<file path="src/rtl/tbdk_pkg.sv">
// ----------------------------------------------------------------------------
// tbdk_pkg
// Shared types, register map and event table of the two-button key mapper.
// ----------------------------------------------------------------------------
package tbdk_pkg;

  localparam int unsigned NUM_EV = 10;
  localparam int unsigned EV_IDX_W = 4;

  typedef logic [NUM_EV-1:0]   ev_mask_t;
  typedef logic [EV_IDX_W-1:0] ev_idx_t;

  localparam ev_idx_t EV_UP_DN   = 4'd0;
  localparam ev_idx_t EV_UP_UP   = 4'd1;
  localparam ev_idx_t EV_ESC_DN  = 4'd2;
  localparam ev_idx_t EV_ESC_UP  = 4'd3;
  localparam ev_idx_t EV_SPC_DN  = 4'd4;
  localparam ev_idx_t EV_SPC_UP  = 4'd5;
  localparam ev_idx_t EV_ENT_DN  = 4'd6;
  localparam ev_idx_t EV_ENT_UP  = 4'd7;
  localparam ev_idx_t EV_RCTL_DN = 4'd8;
  localparam ev_idx_t EV_RCTL_UP = 4'd9;

  localparam logic [2:0] KEY_UP     = 3'd0;
  localparam logic [2:0] KEY_ESC    = 3'd1;
  localparam logic [2:0] KEY_RETURN = 3'd2;
  localparam logic [2:0] KEY_RCTL   = 3'd3;
  localparam logic [2:0] KEY_SPACE  = 3'd4;

  localparam logic [1:0] REG_DEBOUNCE = 2'd0;
  localparam logic [1:0] REG_LONGPRESS = 2'd1;
  localparam logic [1:0] REG_A_ENABLE = 2'd2;
  localparam logic [1:0] REG_B_ENABLE = 2'd3;

  localparam logic [15:0] DEBOUNCE_RST = 16'd30;
  localparam logic [15:0] LONGPRESS_RST = 16'd600;

  typedef struct packed {
    logic [15:0] debounce_ms;
    logic [15:0] longpress_ms;
    logic        a_enable;
    logic        b_enable;
  } cfg_t;

  function automatic logic [2:0] ev_code(ev_idx_t idx);
    logic [2:0] code;
    unique case (idx)
      EV_UP_DN, EV_UP_UP:     code = KEY_UP;
      EV_ESC_DN, EV_ESC_UP:   code = KEY_ESC;
      EV_SPC_DN, EV_SPC_UP:   code = KEY_SPACE;
      EV_ENT_DN, EV_ENT_UP:   code = KEY_RETURN;
      EV_RCTL_DN, EV_RCTL_UP: code = KEY_RCTL;
      default:                code = KEY_UP;
    endcase
    return code;
  endfunction

  function automatic logic ev_down(ev_idx_t idx);
    return ~idx[0];
  endfunction

endpackage

</file>
<file path="src/rtl/two_button_debounce_longpress_keys.sv">
// ----------------------------------------------------------------------------
// two_button_debounce_longpress_keys
// Two-button debouncer with long-press detection, mapped onto key events.
// ----------------------------------------------------------------------------
// A tick (timestamp plus the raw levels of buttons A and B) is accepted in any
// cycle in which the event queue has room; the classifier settles both
// buttons and the press timers for that tick in the cycle it is accepted.
// Each tick yields zero to seven key events, which the emitter drains one per
// cycle while pop keeps the output stage free; a tick without events never
// enters the queue. Up to QUEUE_DEPTH ticks with pending events buffer between
// the two sides. The last event of a tick carries last_event_o. Registers on
// the APB port: debounce time (0x0), long-press time (0x4), button A enable
// (0x8), button B enable (0xC).
// ----------------------------------------------------------------------------
module two_button_debounce_longpress_keys #(
  parameter int unsigned QUEUE_DEPTH = 4
) (
  input  logic        clk_i,
  input  logic        rst_ni,
  input  logic        psel,
  input  logic        penable,
  input  logic        pwrite,
  input  logic [3:0]  paddr,
  input  logic [31:0] pwdata,
  output logic [31:0] prdata,
  output logic        pready,
  input  logic        push,
  output logic        full,
  input  logic [31:0] now_ms_i,
  input  logic        level_a_i,
  input  logic        level_b_i,
  output logic        empty,
  input  logic        pop,
  output logic [2:0]  key_code_o,
  output logic        key_down_o,
  output logic        last_event_o
);
  import tbdk_pkg::*;

  cfg_t       cfg_q;
  logic       cfg_wr, accept, mask_push, q_full, q_empty, q_pop;
  logic [1:0] reg_idx;
  ev_mask_t   mask, q_data;

  assign pready  = 1'b1;
  assign reg_idx = paddr[3:2];
  assign cfg_wr  = psel && penable && pwrite && pready;

  always_ff @(posedge clk_i or negedge rst_ni) begin
    if (!rst_ni) begin
      cfg_q.debounce_ms  <= DEBOUNCE_RST;
      cfg_q.longpress_ms <= LONGPRESS_RST;
      cfg_q.a_enable     <= 1'b1;
      cfg_q.b_enable     <= 1'b1;
    end else if (cfg_wr) begin
      unique case (reg_idx)
        REG_DEBOUNCE:  cfg_q.debounce_ms  <= pwdata[15:0];
        REG_LONGPRESS: cfg_q.longpress_ms <= pwdata[15:0];
        REG_A_ENABLE:  cfg_q.a_enable     <= pwdata[0];
        REG_B_ENABLE:  cfg_q.b_enable     <= pwdata[0];
      endcase
    end
  end

  always_comb begin
    unique case (reg_idx)
      REG_DEBOUNCE:  prdata = {16'd0, cfg_q.debounce_ms};
      REG_LONGPRESS: prdata = {16'd0, cfg_q.longpress_ms};
      REG_A_ENABLE:  prdata = {31'd0, cfg_q.a_enable};
      REG_B_ENABLE:  prdata = {31'd0, cfg_q.b_enable};
    endcase
  end

  assign full   = q_full;
  assign accept = push && !q_full;

  tbdk_front u_front (
    .clk_i       (clk_i),
    .rst_ni      (rst_ni),
    .cfg_i       (cfg_q),
    .accept_i    (accept),
    .now_ms_i    (now_ms_i),
    .level_a_i   (level_a_i),
    .level_b_i   (level_b_i),
    .mask_push_o (mask_push),
    .mask_o      (mask)
  );

  tbdk_queue #(
    .DEPTH (QUEUE_DEPTH)
  ) u_queue (
    .clk_i   (clk_i),
    .rst_ni  (rst_ni),
    .push_i  (mask_push),
    .data_i  (mask),
    .pop_i   (q_pop),
    .data_o  (q_data),
    .full_o  (q_full),
    .empty_o (q_empty)
  );

  tbdk_back u_back (
    .clk_i        (clk_i),
    .rst_ni       (rst_ni),
    .q_data_i     (q_data),
    .q_empty_i    (q_empty),
    .q_pop_o      (q_pop),
    .empty_o      (empty),
    .pop_i        (pop),
    .key_code_o   (key_code_o),
    .key_down_o   (key_down_o),
    .last_event_o (last_event_o)
  );

endmodule

</file>
<file path="src/rtl/tbdk_front.sv">
// ----------------------------------------------------------------------------
// tbdk_front
// Debounce both buttons, track press timing and classify each tick into a
// mask of the key events it causes.
// ----------------------------------------------------------------------------
module tbdk_front (
  input  logic              clk_i,
  input  logic              rst_ni,
  input  tbdk_pkg::cfg_t    cfg_i,
  input  logic              accept_i,
  input  logic [31:0]       now_ms_i,
  input  logic              level_a_i,
  input  logic              level_b_i,
  output logic              mask_push_o,
  output tbdk_pkg::ev_mask_t mask_o
);
  import tbdk_pkg::*;

  logic        raw_a_q, raw_a_d, stable_a_q, stable_a_d, long_a_q, long_a_d;
  logic [31:0] chg_a_q, chg_a_d, press_a_q, press_a_d;
  logic        raw_b_q, raw_b_d, stable_b_q, stable_b_d, long_b_q, long_b_d;
  logic        arrow_b_q, arrow_b_d;
  logic [31:0] chg_b_q, chg_b_d, press_b_q, press_b_d;

  logic        flip_a, flip_b, a_press, b_press, a_long, b_long, a_rel, b_rel_up;
  logic        long_a_pre, long_b_pre, arrow_b_pre, ovf;
  logic [31:0] deb_diff_a, deb_diff_b, lp_diff_a, lp_diff_b, deb_ms, lp_ms;
  ev_mask_t    mask;

  always_comb begin
    deb_ms = {16'd0, cfg_i.debounce_ms};
    lp_ms  = {16'd0, cfg_i.longpress_ms};

    flip_a     = cfg_i.a_enable && (level_a_i != raw_a_q);
    raw_a_d    = cfg_i.a_enable ? level_a_i : raw_a_q;
    chg_a_d    = flip_a ? now_ms_i : chg_a_q;
    deb_diff_a = flip_a ? 32'd0 : (now_ms_i - chg_a_q);
    stable_a_d = (cfg_i.a_enable && (stable_a_q != raw_a_d) && (deb_diff_a >= deb_ms))
                 ? raw_a_d : stable_a_q;

    flip_b     = cfg_i.b_enable && (level_b_i != raw_b_q);
    raw_b_d    = cfg_i.b_enable ? level_b_i : raw_b_q;
    chg_b_d    = flip_b ? now_ms_i : chg_b_q;
    deb_diff_b = flip_b ? 32'd0 : (now_ms_i - chg_b_q);
    stable_b_d = (cfg_i.b_enable && (stable_b_q != raw_b_d) && (deb_diff_b >= deb_ms))
                 ? raw_b_d : stable_b_q;

    b_press     = stable_b_d && !stable_b_q;
    press_b_d   = b_press ? now_ms_i : press_b_q;
    long_b_pre  = b_press ? 1'b0 : long_b_q;
    arrow_b_pre = b_press ? 1'b1 : arrow_b_q;
    lp_diff_b   = b_press ? 32'd0 : (now_ms_i - press_b_q);
    b_long      = stable_b_d && arrow_b_pre && !long_b_pre && (lp_diff_b >= lp_ms);
    b_rel_up    = !stable_b_d && stable_b_q && arrow_b_pre;
    long_b_d    = long_b_pre || b_long;
    arrow_b_d   = arrow_b_pre && !b_long && !(!stable_b_d && stable_b_q);

    a_press    = stable_a_d && !stable_a_q;
    press_a_d  = a_press ? now_ms_i : press_a_q;
    long_a_pre = a_press ? 1'b0 : long_a_q;
    lp_diff_a  = a_press ? 32'd0 : (now_ms_i - press_a_q);
    a_long     = stable_a_d && !long_a_pre && (lp_diff_a >= lp_ms);
    a_rel      = !stable_a_d && stable_a_q && !long_a_pre;
    long_a_d   = long_a_pre || a_long;

    // drop the up-arrow pair when a tick would carry eight events
    ovf = b_press && b_long && a_rel;

    mask             = '0;
    mask[EV_UP_DN]   = b_press && !ovf;
    mask[EV_UP_UP]   = (b_long && !ovf) || b_rel_up;
    mask[EV_ESC_DN]  = b_long;
    mask[EV_ESC_UP]  = b_long;
    mask[EV_SPC_DN]  = a_long;
    mask[EV_SPC_UP]  = a_long;
    mask[EV_ENT_DN]  = a_rel;
    mask[EV_ENT_UP]  = a_rel;
    mask[EV_RCTL_DN] = a_rel;
    mask[EV_RCTL_UP] = a_rel;
  end

  assign mask_o      = mask;
  assign mask_push_o = accept_i && (mask != '0);

  always_ff @(posedge clk_i or negedge rst_ni) begin
    if (!rst_ni) begin
      raw_a_q    <= 1'b0;
      stable_a_q <= 1'b0;
      long_a_q   <= 1'b0;
      chg_a_q    <= '0;
      press_a_q  <= '0;
      raw_b_q    <= 1'b0;
      stable_b_q <= 1'b0;
      long_b_q   <= 1'b0;
      arrow_b_q  <= 1'b0;
      chg_b_q    <= '0;
      press_b_q  <= '0;
    end else if (accept_i) begin
      raw_a_q    <= raw_a_d;
      stable_a_q <= stable_a_d;
      long_a_q   <= long_a_d;
      chg_a_q    <= chg_a_d;
      press_a_q  <= press_a_d;
      raw_b_q    <= raw_b_d;
      stable_b_q <= stable_b_d;
      long_b_q   <= long_b_d;
      arrow_b_q  <= arrow_b_d;
      chg_b_q    <= chg_b_d;
      press_b_q  <= press_b_d;
    end
  end

`ifndef SYNTHESIS
  a_arrow_needs_press: assert property (@(posedge clk_i) disable iff (!rst_ni)
    arrow_b_q |-> stable_b_q && !long_b_q)
    else $error("arrow held without a live press of button B");
  a_esc_ordering: assert property (@(posedge clk_i) disable iff (!rst_ni)
    mask_push_o && mask_o[EV_ESC_DN] |-> mask_o[EV_UP_UP] || mask_o[EV_ENT_DN])
    else $error("escape pair without up-arrow release or overflow");
  a_a_exclusive: assert property (@(posedge clk_i) disable iff (!rst_ni)
    mask_push_o |-> !(mask_o[EV_SPC_DN] && mask_o[EV_ENT_DN]))
    else $error("button A long press and short release in one tick");
`endif

endmodule

</file>
<file path="src/rtl/tbdk_queue.sv">
// ----------------------------------------------------------------------------
// tbdk_queue
// Small queue of event masks between the classifier and the event emitter.
// ----------------------------------------------------------------------------
module tbdk_queue #(
  parameter int unsigned DEPTH = 4
) (
  input  logic               clk_i,
  input  logic               rst_ni,
  input  logic               push_i,
  input  tbdk_pkg::ev_mask_t data_i,
  input  logic               pop_i,
  output tbdk_pkg::ev_mask_t data_o,
  output logic               full_o,
  output logic               empty_o
);
  import tbdk_pkg::*;

  localparam int unsigned AW = (DEPTH > 1) ? $clog2(DEPTH) : 1;
  localparam int unsigned CW = $clog2(DEPTH + 1);
  localparam logic [AW-1:0] LAST = AW'(DEPTH - 1);

  ev_mask_t        mem_q [DEPTH];
  logic [AW-1:0]   wptr_q, wptr_d, rptr_q, rptr_d;
  logic [CW-1:0]   cnt_q, cnt_d;
  logic            do_push, do_pop;

  assign full_o  = (cnt_q == CW'(DEPTH));
  assign empty_o = (cnt_q == '0);
  assign data_o  = mem_q[rptr_q];
  assign do_push = push_i && !full_o;
  assign do_pop  = pop_i && !empty_o;

  always_comb begin
    wptr_d = wptr_q;
    rptr_d = rptr_q;
    cnt_d  = cnt_q;
    if (do_push) begin
      wptr_d = (wptr_q == LAST) ? '0 : wptr_q + 1'b1;
    end
    if (do_pop) begin
      rptr_d = (rptr_q == LAST) ? '0 : rptr_q + 1'b1;
    end
    unique case ({do_push, do_pop})
      2'b10:   cnt_d = cnt_q + 1'b1;
      2'b01:   cnt_d = cnt_q - 1'b1;
      default: cnt_d = cnt_q;
    endcase
  end

  always_ff @(posedge clk_i or negedge rst_ni) begin
    if (!rst_ni) begin
      wptr_q <= '0;
      rptr_q <= '0;
      cnt_q  <= '0;
    end else begin
      wptr_q <= wptr_d;
      rptr_q <= rptr_d;
      cnt_q  <= cnt_d;
    end
  end

  always_ff @(posedge clk_i) begin
    if (do_push) begin
      mem_q[wptr_q] <= data_i;
    end
  end

endmodule

</file>
<file path="src/rtl/tbdk_back.sv">
// ----------------------------------------------------------------------------
// tbdk_back
// Expand each event mask into key events, lowest bit first, into a registered
// output stage, one per cycle while that stage is empty or being popped.
// ----------------------------------------------------------------------------
module tbdk_back (
  input  logic               clk_i,
  input  logic               rst_ni,
  input  tbdk_pkg::ev_mask_t q_data_i,
  input  logic               q_empty_i,
  output logic               q_pop_o,
  output logic               empty_o,
  input  logic               pop_i,
  output logic [2:0]         key_code_o,
  output logic               key_down_o,
  output logic               last_event_o
);
  import tbdk_pkg::*;

  ev_mask_t   cur_q, cur_d, rest;
  ev_idx_t    sel;
  logic       out_valid_q, out_valid_d, out_free, emit, load;
  logic [2:0] code_q;
  logic       down_q, last_q;

  always_comb begin
    sel = '0;
    for (int i = NUM_EV - 1; i >= 0; i--) begin
      if (cur_q[i]) begin
        sel = ev_idx_t'(i);
      end
    end
    rest      = cur_q;
    rest[sel] = 1'b0;

    out_free = !out_valid_q || pop_i;
    emit     = out_free && (cur_q != '0);
    load     = !q_empty_i && ((cur_q == '0) || (emit && (rest == '0)));

    cur_d = emit ? rest : cur_q;
    if (load) begin
      cur_d = q_data_i;
    end
    out_valid_d = emit || (out_valid_q && !pop_i);
  end

  assign q_pop_o      = load;
  assign empty_o      = !out_valid_q;
  assign key_code_o   = code_q;
  assign key_down_o   = down_q;
  assign last_event_o = last_q;

  always_ff @(posedge clk_i or negedge rst_ni) begin
    if (!rst_ni) begin
      cur_q       <= '0;
      out_valid_q <= 1'b0;
    end else begin
      cur_q       <= cur_d;
      out_valid_q <= out_valid_d;
    end
  end

  always_ff @(posedge clk_i) begin
    if (emit) begin
      code_q <= ev_code(sel);
      down_q <= ev_down(sel);
      last_q <= (rest == '0);
    end
  end

`ifndef SYNTHESIS
  a_load_nonzero: assert property (@(posedge clk_i) disable iff (!rst_ni)
    q_pop_o |-> q_data_i != '0)
    else $error("empty event mask taken from the queue");
  a_code_range: assert property (@(posedge clk_i) disable iff (!rst_ni)
    !empty_o |-> key_code_o <= KEY_SPACE)
    else $error("key code out of range");
`endif

endmodule
</file>
<file path="config.mk">
export PLATFORM = sky130hd
export DESIGN_NAME = two_button_debounce_longpress_keys
export DESIGN_NICKNAME = d
export VERILOG_FILES = /design/src/rtl/tbdk_pkg.sv /design/src/rtl/two_button_debounce_longpress_keys.sv /design/src/rtl/tbdk_front.sv /design/src/rtl/tbdk_queue.sv /design/src/rtl/tbdk_back.sv
export SDC_FILE = /design/constraint.sdc
export NUM_CORES = 1
export LEC_CHECK = 0
export BUFFER_PORTS_ARGS = -buffer_cell sky130_fd_sc_hd__buf_2
export CAP_MARGIN = 10
export CORE_MARGIN = 5
export CORE_UTILIZATION = 55
export DETAILED_ROUTE_END_ITERATION = 10
export PLACE_DENSITY = 0.73
export SLEW_MARGIN = 20
export SYNTH_ARGS = -nofsm -noshare
export SYNTH_HDL_FRONTEND = slang
export SYNTH_HIERARCHICAL = 1
export SYNTH_SLANG_ARGS = --single-unit
</file>
<file path="constraint.sdc">
create_clock -name clk_i -period 21 [get_ports clk_i]
set_input_delay 2.1 -clock clk_i [delete_from_list [all_inputs] [get_ports clk_i]]
set_output_delay 2.1 -clock clk_i [all_outputs]
set_load 0.05 [all_outputs]
</file>
==> results.json, run 1 <==
{
  "grt_pass1_vias": 15500,
  "dpl.hpwl_um": 36400,
  "power_density_nw_per_um2": 166,
  "critPathMaxStageDelay_ns": 0.57,
  "run_status": "finished, final reports clean",
  "avgSynthCellArea_um2": 8.82,
  "cts-hold-fix-buffers": 0,
  "drc_errors": 0,
  "power_leakage_uw": 0.00933,
  "slew_violations": 0,
  "grt_pass1_wl_um": 78000,
  "cts-root-buf": "clkbuf_16",
  "drt-initial-drc-count": 1077,
  "cts_tree": "built",
  "path_class": "input port to flop",
  "skew_ns": 0.0114,
  "cp-start-kind": "input port",
  "final_common_cell": "inv_1",
  "clkSinkCount": 232,
  "worst_ep_required_time_ns": 21.47,
  "gp_congestion": 0.963,
  "core_area_um2": 33600,
  "synth-edff-count": 45,
  "critPathMaxFanout": 49,
  "holdCritPathClass": "flop to flop",
  "crit_buf_inv": 6,
  "post-route-min-period_ns": 11.39,
  "grt_usage_pct": 24.4,
  "max-vdd-ir-drop_mv": 0.0870,
  "max_freq_mhz": 87.8,
  "ios": 117,
  "antenna_left": 0,
  "nFillCells": 2846,
  "yosysTopAreaCell": "dfrtp_1",
  "die-area_um2": 37900,
  "cp-end-kind": "flop",
  "cpLargestDelayFamily": "compound AO/OA/AOI/OAI gates",
  "clock_path_buffers": 3,
  "crit_arrival_ns": 11.87,
  "clock_latency_ns": 0.55,
  "worst_pin_slew_ns": 1.08,
  "antenna_found_initial": 1,
  "overflow": 0,
  "ctsResizeCount": 0,
  "wire_per_inst_um": 18.1,
  "cpMaxStageDelayCell": "or4_1",
  "syn_area_um2": 18800,
  "start_util_pct": 55.8,
  "whs_ns": 0.484,
  "ff2ff_setup_slack_ns": 11.22,
  "ys_seq_area_share_pct": 32.2,
  "io_buffers": 81,
  "ys_async_sr_fraction_pct": 80.6,
  "layout-drive-gt1-share_pct": 11.0,
  "die_h_um": 195,
  "via_per_inst": 6.01,
  "rsz0062_at_grt": "false",
  "maxSlewHeadroom_pct": 27.9,
  "synth_seq_cells": 232,
  "post_cts_buffers": 0,
  "synth.top_cell.area_share_pct": 23.6,
  "synth_cells": 2128,
  "numCtsBuffers": 28,
  "chipWidth_um": 195,
  "setup_viol": 0,
  "finalHoldViolCount": 0,
  "ctsHtreeMaxLevel": 1,
  "clkTransAtPathRegs_ns": 0.06,
  "fin_nets": 2445,
  "wl_um": 47700,
  "ys_warn_count": 6,
  "num_rows": 67,
  "area_growth_syn_to_layout_pct": 8.57,
  "timing.final.crit_share_pct": 54.2,
  "synth.distinct_cells": 98,
  "firstDrtPassIters": 5,
  "synthTopCellsByArea": "dfrtp_1 (24%), ha_1 (13%), edfxtp_1 (7.2%)",
  "synth_flop_cell": "dfrtp_1",
  "final.setup.tns_ns": 0,
  "cap_violations": 0,
  "vias": 15900,
  "mostFrequentLayoutCells": "inv_1 (197), ha_1 (194), dfrtp_1 (177), nand2_1 (174), nor2_1 (143)",
  "grt_max_degree": 85
}
[power by group]
group / switching [uW] / leakage, uW / internal [uW]
Sequential: 95.3 / 0.00265 / 652
Clock: 198 / 0.000501 / 330
Combinational: 1230 / 0.00617 / 874
[path summary, 6_finish.rpt]
| check | start | end | cells after the start |
|---|---|---|---|
| worst min-delay path | u_front/press_a_q[24] | u_front/press_a_q[24] | 1 |
| min in group asynchronous | rst_ni | u_back/cur_q[7] | 1 |
| worst max-delay path | now_ms_i[0] | u_queue/cnt_q[2] | 45 |
| worst min register to register | u_front/press_a_q[24] | u_front/press_a_q[24] | 1 |
| max in group asynchronous | rst_ni | u_front/press_a_q[16] | 2 |
| worst max register to register | u_front/chg_b_q[0] | u_queue/cnt_q[2] | 43 |
[synth_stat cells (29+ instances only)]
cell / number
dfrtp_1: 177
nor3_1: 35
mux2_1: 34
o21ai_1: 56
inv_1: 197
nand2_1: 174
xnor2_1: 46
a21o_1: 47
a21oi_1: 140
mux2_2: 34
o21ai_0: 142
edfxtp_1: 45
mux2i_1: 29
xor2_1: 39
ha_1: 194
nand2b_1: 31
nand3_1: 64
nor2_1: 143
clkbuf_1: 46
[kinds of logic (layout without fill, tap and decap cells)]
logic type | count (synthesis) | count (layout) | synth area share (%)
AOI/OAI and AO/OA | 594 | 594 | 19.9
xor gates and xnor gates | 85 | 85 | 3.97
adders and majority gates | 200 | 200 | 13.5
buffers and inverters | 294 | 342 | 6.87
DFF | 232 | 232 | 32.2
muxes | 120 | 120 | 7.91
other | 2 | 18 | 0.0400
and+or+nand+nor | 601 | 601 | 15.6
[flip-flops by register name, indices dropped and copies added, names as in the netlist, 2 cells and up]
signal	count
u_queue/cnt_q	3
u_queue/rptr_q	2
u_back/key_code_o	3
u_front/chg_a_q	32
u_queue/wptr_q	2
u_front/press_a_q	32
u_back/cur_q	10
u_front/press_b_q	32
u_queue/mem_q	40
u_front/chg_b_q	32
cfg_q	34
[final cells by class]
class,count,area (um2),area share (%)
clock buffer,37,806,3.95
tap,448,561,2.75
inverter,198,743,3.65
timing repair buffer,92,497,2.44
antenna,1,2.50,0.0123
sequential,232,6040,29.7
multi-input combinational,1617,11500,56.5
clock inverter,15,209,1.03
[routing by layer]
metal  part of all wire [%]  vias to the layer above  global-route usage (%)
met4                    3.2                        0                    7.24
met2                     48                      449                    42.7
met5                      0                        -                       0
li1                       -                     7700                       -
met1                     44                     7620                    31.9
met3                    4.9                       91                    3.01
[per-stage QoR]
stage	cell area [um2]	worst slack [ns]	cells	util (%)	total power, uW
2_1_floorplan	18800	11.00	2143	-	2380
6_report	20400	9.61	2640	60.6	3380
3_5_place_dp	19400	9.16	2587	57.6	2820
5_1_grt	20400	9.02	2640	60.6	3680
4_1_cts	20400	9.68	2639	60.6	3370
3_3_place_gp	19400	9.40	2587	57.6	2740
Note: power is estimated with default switching activity, not from simulation.
==> inputs of run 2 (changes only) <==
--- a/config.mk
+++ b/config.mk
@@ -10,7 +10,7 @@
 export CORE_MARGIN = 5
 export CORE_UTILIZATION = 55
 export DETAILED_ROUTE_END_ITERATION = 10
-export PLACE_DENSITY = 0.73
+export PLACE_DENSITY = 0.76
 export SLEW_MARGIN = 20
 export SYNTH_ARGS = -nofsm -noshare
 export SYNTH_HDL_FRONTEND = slang
==> constraint.sdc (replaced) <==
create_clock -name clk_i -period 9.25 [get_ports clk_i]
set_input_delay 0.925 -clock clk_i [delete_from_list [all_inputs] [get_ports clk_i]]
set_output_delay 0.925 -clock clk_i [all_outputs]
set_load 0.05 [all_outputs]
==> run 2 against run 1 <==
Net effect: non-clock buffer count increased by 79; sequential cell count unchanged; sequential share of layout area decreased by 0.95 points; power increased by 140%; via count increased by 2.9%; die area unchanged; combinational power increased by 140%; first-iteration DRC count decreased by 1.5%; final area increased by 3.3%; sequential power increased by 130%; largest power group unchanged; highest routed layer unchanged.
==> results.json, run 2 (synthesized netlist as in run 1, its figures left out) <==
{
  "drc_errors": 0,
  "antenna_cells": 0,
  "via_per_inst": 6.00,
  "chipWidth_um": 195,
  "grt_usage_pct": 25.3,
  "power_density_nw_per_um2": 377,
  "wire_per_inst_um": 18.3,
  "start_util_pct": 55.8,
  "finalHoldViolCount": 0,
  "worst_pin_slew_ns": 1.06,
  "r2r-end": "u_queue/cnt_q[2]",
  "worst_ep_required_time_ns": 9.73,
  "top_regs": "u_queue/mem_q (40), cfg_q (34)",
  "r2r-start": "u_front/chg_a_q[1]",
  "top_register": "u_queue/mem_q",
  "cpMaxStageDelayCell": "or4_4",
  "cp-end-kind": "flop",
  "max-vdd-ir-drop_mv": 0.243,
  "firstDrtPassIters": 6,
  "mostFrequentLayoutCells": "inv_1 (197), ha_1 (193), dfrtp_1 (177), nand2_1 (174), nor2_1 (143)",
  "ios": 117,
  "numCtsBuffers": 29,
  "die_h_um": 195,
  "clkTransAtPathRegs_ns": 0.06,
  "max_freq_mhz": 113,
  "critPathMaxFanout": 7,
  "crit_buf_inv": 4,
  "gp_congestion": 0.950,
  "holdCritPathClass": "input port to asynchronous set/reset pin",
  "path_class": "input port to flop",
  "cpLargestDelayFamily": "compound AO/OA/AOI/OAI gates",
  "critPathMaxStageDelay_ns": 0.53,
  "maxSlewHeadroom_pct": 29.5,
  "cp-start-kind": "input port",
  "final.setup.tns_ns": 0,
  "core_area_um2": 33600,
  "ff2ff_setup_slack_ns": 0.52,
  "ctsHtreeMaxLevel": 1,
  "die-area_um2": 37900,
  "num_rows": 67,
  "largest_reg_flops": 40,
  "dpl.hpwl_um": 38400,
  "reg2reg_depth": 45,
  "cap_violations": 0,
  "nFillCells": 2804,
  "clock_latency_ns": 0.58,
  "cts_tree": "built",
  "wl_um": 49900,
  "crit_top_cell": "ha_1",
  "overflow": 0,
  "vias": 16300,
  "whs_ns": 0.329,
  "slew_violations": 0,
  "post-route-min-period_ns": 8.81,
  "clkSinkCount": 232,
  "skew_ns": 0.0295,
  "antenna_left": 0,
  "cts-root-buf": "clkbuf_16",
  "grt_pass1_wl_um": 80300,
  "drt-initial-drc-count": 1061,
  "timing.final.crit_share_pct": 95.3,
  "layout-drive-gt1-share_pct": 14.8,
  "fin_nets": 2525,
  "p_total_uw": 7950,
  "run_status": "finished, final reports clean",
  "clock_path_buffers": 3,
  "final_common_cell": "inv_1",
  "crit_arrival_ns": 9.30,
  "grt_max_degree": 118,
  "rsz0062_at_grt": "false",
  "antenna_found_initial": 0,
  "area_growth_syn_to_layout_pct": 12.2,
  "setup_viol": 0,
  "post-route-util_pct": 62.6,
  "power_leakage_uw": 0.00972,
  "io_buffers": 81,
  "design_area_um2": 21100,
  "grt_pass1_vias": 16100,
  "place_area_um2": 19900
}
-- run 2: changes by cell type in the layout (fill, tap and decap cells not counted), sizes merged --
cell	delta
bufinv	-1
buf	+79
inv	+4
clkbuf	-4
diode	-1
clkinvlp	+3
-- run 2: layout make-up --
class                           count  area (um2)  area share (%)
Clock buffer                       33         771            3.66
Clock inverter                     21         229            1.09
Inverter                          198         743            3.53
Multi-Input combinational cell   1617       11600            55.1
Sequential cell                   232        6040            28.7
Tap cell                          448         561            2.66
Timing Repair Buffer              171        1110            5.29
-- run 2: metrics by stage --
stage                     cells  worst slack (ns)
after floorplan            2143             0.426
after global placement     2661            -0.586
after detailed placement   2661            -0.795
after CTS                  2715            0.0429
after global routing       2720           0.00524
final                      2720             0.435
-- run 2: layer usage --
| metal | vias up | track usage [%] | share of wire (%) |
|---|---|---|---|
| met5 | - | 0 | 0 |
| met1 | 7945 | 32.8 | 43 |
| met4 | 0 | 7.11 | 3.2 |
| met3 | 97 | 2.67 | 4.4 |
| li1 | 7861 | - | - |
| met2 | 424 | 44.8 | 49 |
-- run 2: power by group --
group	total [uW]	switching, uW	internal [uW]
sequential	1700	224	1480
combinational	5060	2900	2160
clock	1180	471	712
total	7950	3590	4350
-- run 2: worst max path at each step --
stage                 from          endpoint  cells past startpoint
2_1_floorplan  now_ms_i[0]  u_queue/cnt_q[2]                     46
3_3_place_gp   now_ms_i[0]  u_queue/cnt_q[2]                     45
3_5_place_dp   now_ms_i[0]  u_queue/cnt_q[2]                     45
4_1_cts        now_ms_i[0]  u_queue/cnt_q[2]                     45
5_1_grt        now_ms_i[6]  u_queue/cnt_q[2]                     44
6_report       now_ms_i[6]  u_queue/cnt_q[2]                     41
-- run 2: timing repair --
item                       4_1_cts  5_1_grt
resized for setup                3       12
setup buffers                    0        4
hold buffers                     0        0
pin swaps                        0       18
setup endpoints to repair        2        2
-- run 2: worst reg2reg max path, delay by kind of cell, from the launching register on --
kind,cells,cell delay [ns]
and+or+nand+nor,16,2.89
DFF,1,0.37
buffers and inverters,5,0.56
xor gates and xnor gates,3,0.47
AOI/OAI and AO/OA,16,2.94
adders and majority gates,5,1.38
==> inputs of run 3 (changes only) <==
==> constraint.sdc (replaced) <==
create_clock -name clk_i -period 9.25 [get_ports clk_i]
set_input_delay 0.4625 -clock clk_i [delete_from_list [all_inputs] [get_ports clk_i]]
set_output_delay 0.4625 -clock clk_i [all_outputs]
set_load 0.05 [all_outputs]
==> run 3 against run 2 <==
Net effect: power fell by 2.3%; setup slack gained 0.15 ns; sequential power barely moved; critical path depth up 3; critical path type is now flop to flop; register-to-register slack gained 0.07 ns; critical endpoint unchanged; final area shrank 2.0%; via count decreased by 1.2%.
==> results.json, run 3 (synthesized netlist as in run 1, its figures left out) <==
{
  "top_regs": "u_queue/mem_q (40), cfg_q (34)",
  "clkTransAtPathRegs_ns": 0.06,
  "final_common_cell": "inv_1",
  "gp_congestion": 0.953,
  "num_rows": 67,
  "timing.final.crit_share_pct": 93.6,
  "numCtsBuffers": 28,
  "max-vdd-ir-drop_mv": 0.237,
  "post-route-min-period_ns": 8.66,
  "ctsHtreeMaxLevel": 1,
  "cp-end-kind": "flop",
  "dp.cells": 2615,
  "run_status": "finished, final reports clean",
  "wire_per_inst_um": 18.3,
  "finalHoldViolCount": 0,
  "grt_usage_pct": 25.0,
  "antenna_cells": 0,
  "post-place-ws_ns": -0.111,
  "path_class": "flop to flop",
  "cp-start-kind": "flop",
  "area_growth_syn_to_layout_pct": 9.96,
  "grt_max_degree": 66,
  "top_register": "u_queue/mem_q",
  "vias": 16100,
  "worst_ep_required_time_ns": 9.73,
  "setup_viol": 0,
  "die-area_um2": 37900,
  "max_freq_mhz": 115,
  "chipWidth_um": 195,
  "io_buffers": 81,
  "dpl.hpwl_um": 37700,
  "grt_pass1_vias": 16100,
  "slew_violations": 0,
  "mostFrequentLayoutCells": "inv_1 (197), ha_1 (194), dfrtp_1 (177), nand2_1 (174), nor2_1 (143)",
  "cts-root-buf": "clkbuf_16",
  "power_density_nw_per_um2": 376,
  "fin_nets": 2475,
  "drc_errors": 0,
  "clock_path_buffers": 3,
  "crit_arrival_ns": 9.14,
  "clock_latency_ns": 0.57,
  "layout-drive-gt1-share_pct": 12.6,
  "core_area_um2": 33600,
  "finalNonFillerCells": 2669,
  "skew_ns": 0.0268,
  "critPathMaxStageDelay_ns": 0.50,
  "worst_pin_slew_ns": 1.04,
  "cts_tree": "built",
  "holdCritPathClass": "input port to flop",
  "antenna_found_initial": 0,
  "critPathMaxFanout": 17,
  "ios": 117,
  "largest_reg_flops": 40,
  "overflow": 0,
  "worstSetupStartpoint": "u_front/chg_a_q[1]",
  "hold_start": "pwdata[10]",
  "power_leakage_uw": 0.00946,
  "layout_setup_ws_ns": 0.589,
  "r2r-start": "u_front/chg_a_q[1]",
  "clkSinkCount": 232,
  "cap_violations": 0,
  "maxSlewHeadroom_pct": 30.4,
  "drt-initial-drc-count": 1196,
  "cpMaxStageDelayCell": "or4_1",
  "start_util_pct": 55.8,
  "antenna_left": 0,
  "die_h_um": 195,
  "via_per_inst": 6.04,
  "wl_um": 48900,
  "firstDrtPassIters": 5,
  "grt_pass1_wl_um": 79800
}
-- run 3: per-stage QoR --
step	instance area, um2	utilization, %	TNS [ns]	hold WS (ns)	power (uW)
5_1_grt	20600	61.4	-0.00188	0.131	8440
6_report	20600	61.4	0	0.148	7760
3_5_place_dp	19600	58.2	-0.111	0.475	6500
3_3_place_gp	19600	58.2	0	0.467	6320
4_1_cts	20600	61.1	0	0.122	7700
2_1_floorplan	18800	-	0	0.167	5400
-- run 3: path summary, 6_finish.rpt --
kind / end / slack, ns / cells past startpoint
max: u_queue/cnt_q[2] / 0.59 / 44
min: cfg_q[12] / 0.15 / 2
max reg2reg: u_queue/cnt_q[2] / 0.59 / 44
min reg2reg: u_front/press_a_q[13] / 0.49 / 1
max in group asynchronous: u_front/press_a_q[23] / 7.52 / 3
min in group asynchronous: u_front/press_b_q[2] / 0.44 / 2
-- run 3: power by group --
group | switching (uW) | leakage [uW] | internal (uW)
registers | 223 | 0.00265 | 1480
clock network | 460 | 0.000476 | 697
logic | 2860 | 0.00633 | 2040
total | 3550 | 0.00946 | 4210
-- run 3: layout make-up --
class                           instances  area (um2)
Tap cell                              448         561
Multi-Input combinational cell       1617       11600
Fill cell                            2866       13000
Timing Repair Buffer                  122         728
Sequential cell                       232        6040
Inverter                              198         743
Clock inverter                         18         220
Clock buffer                           34         754
-- run 3: critical path: cells and delay by family (launching register included) --
| family | cells | cell delay, ns |
|---|---|---|
| adders and majority gates | 5 | 1.33 |
| xor gates and xnor gates | 3 | 0.45 |
| DFF | 1 | 0.38 |
| AOI/OAI and AO/OA | 16 | 3.06 |
| buffers and inverters | 5 | 0.54 |
| and+or+nand+nor | 15 | 2.81 |
-- run 3: timing repair --
item                       in CTS  in global routing
hold endpoints to repair       62                  0
buffers inserted                0                  1
setup endpoints to repair       0                  2
resized for setup               0                 14
hold buffers                    1                  0
-- run 3: layer usage --
layer	global-route usage (%)	vias up	wire [um]
met1	32.4	7765	20900
met2	44.2	501	23900
li1	-	7768	-
met4	7.45	0	1410
met5	0	-	0
met3	3.10	99	2730
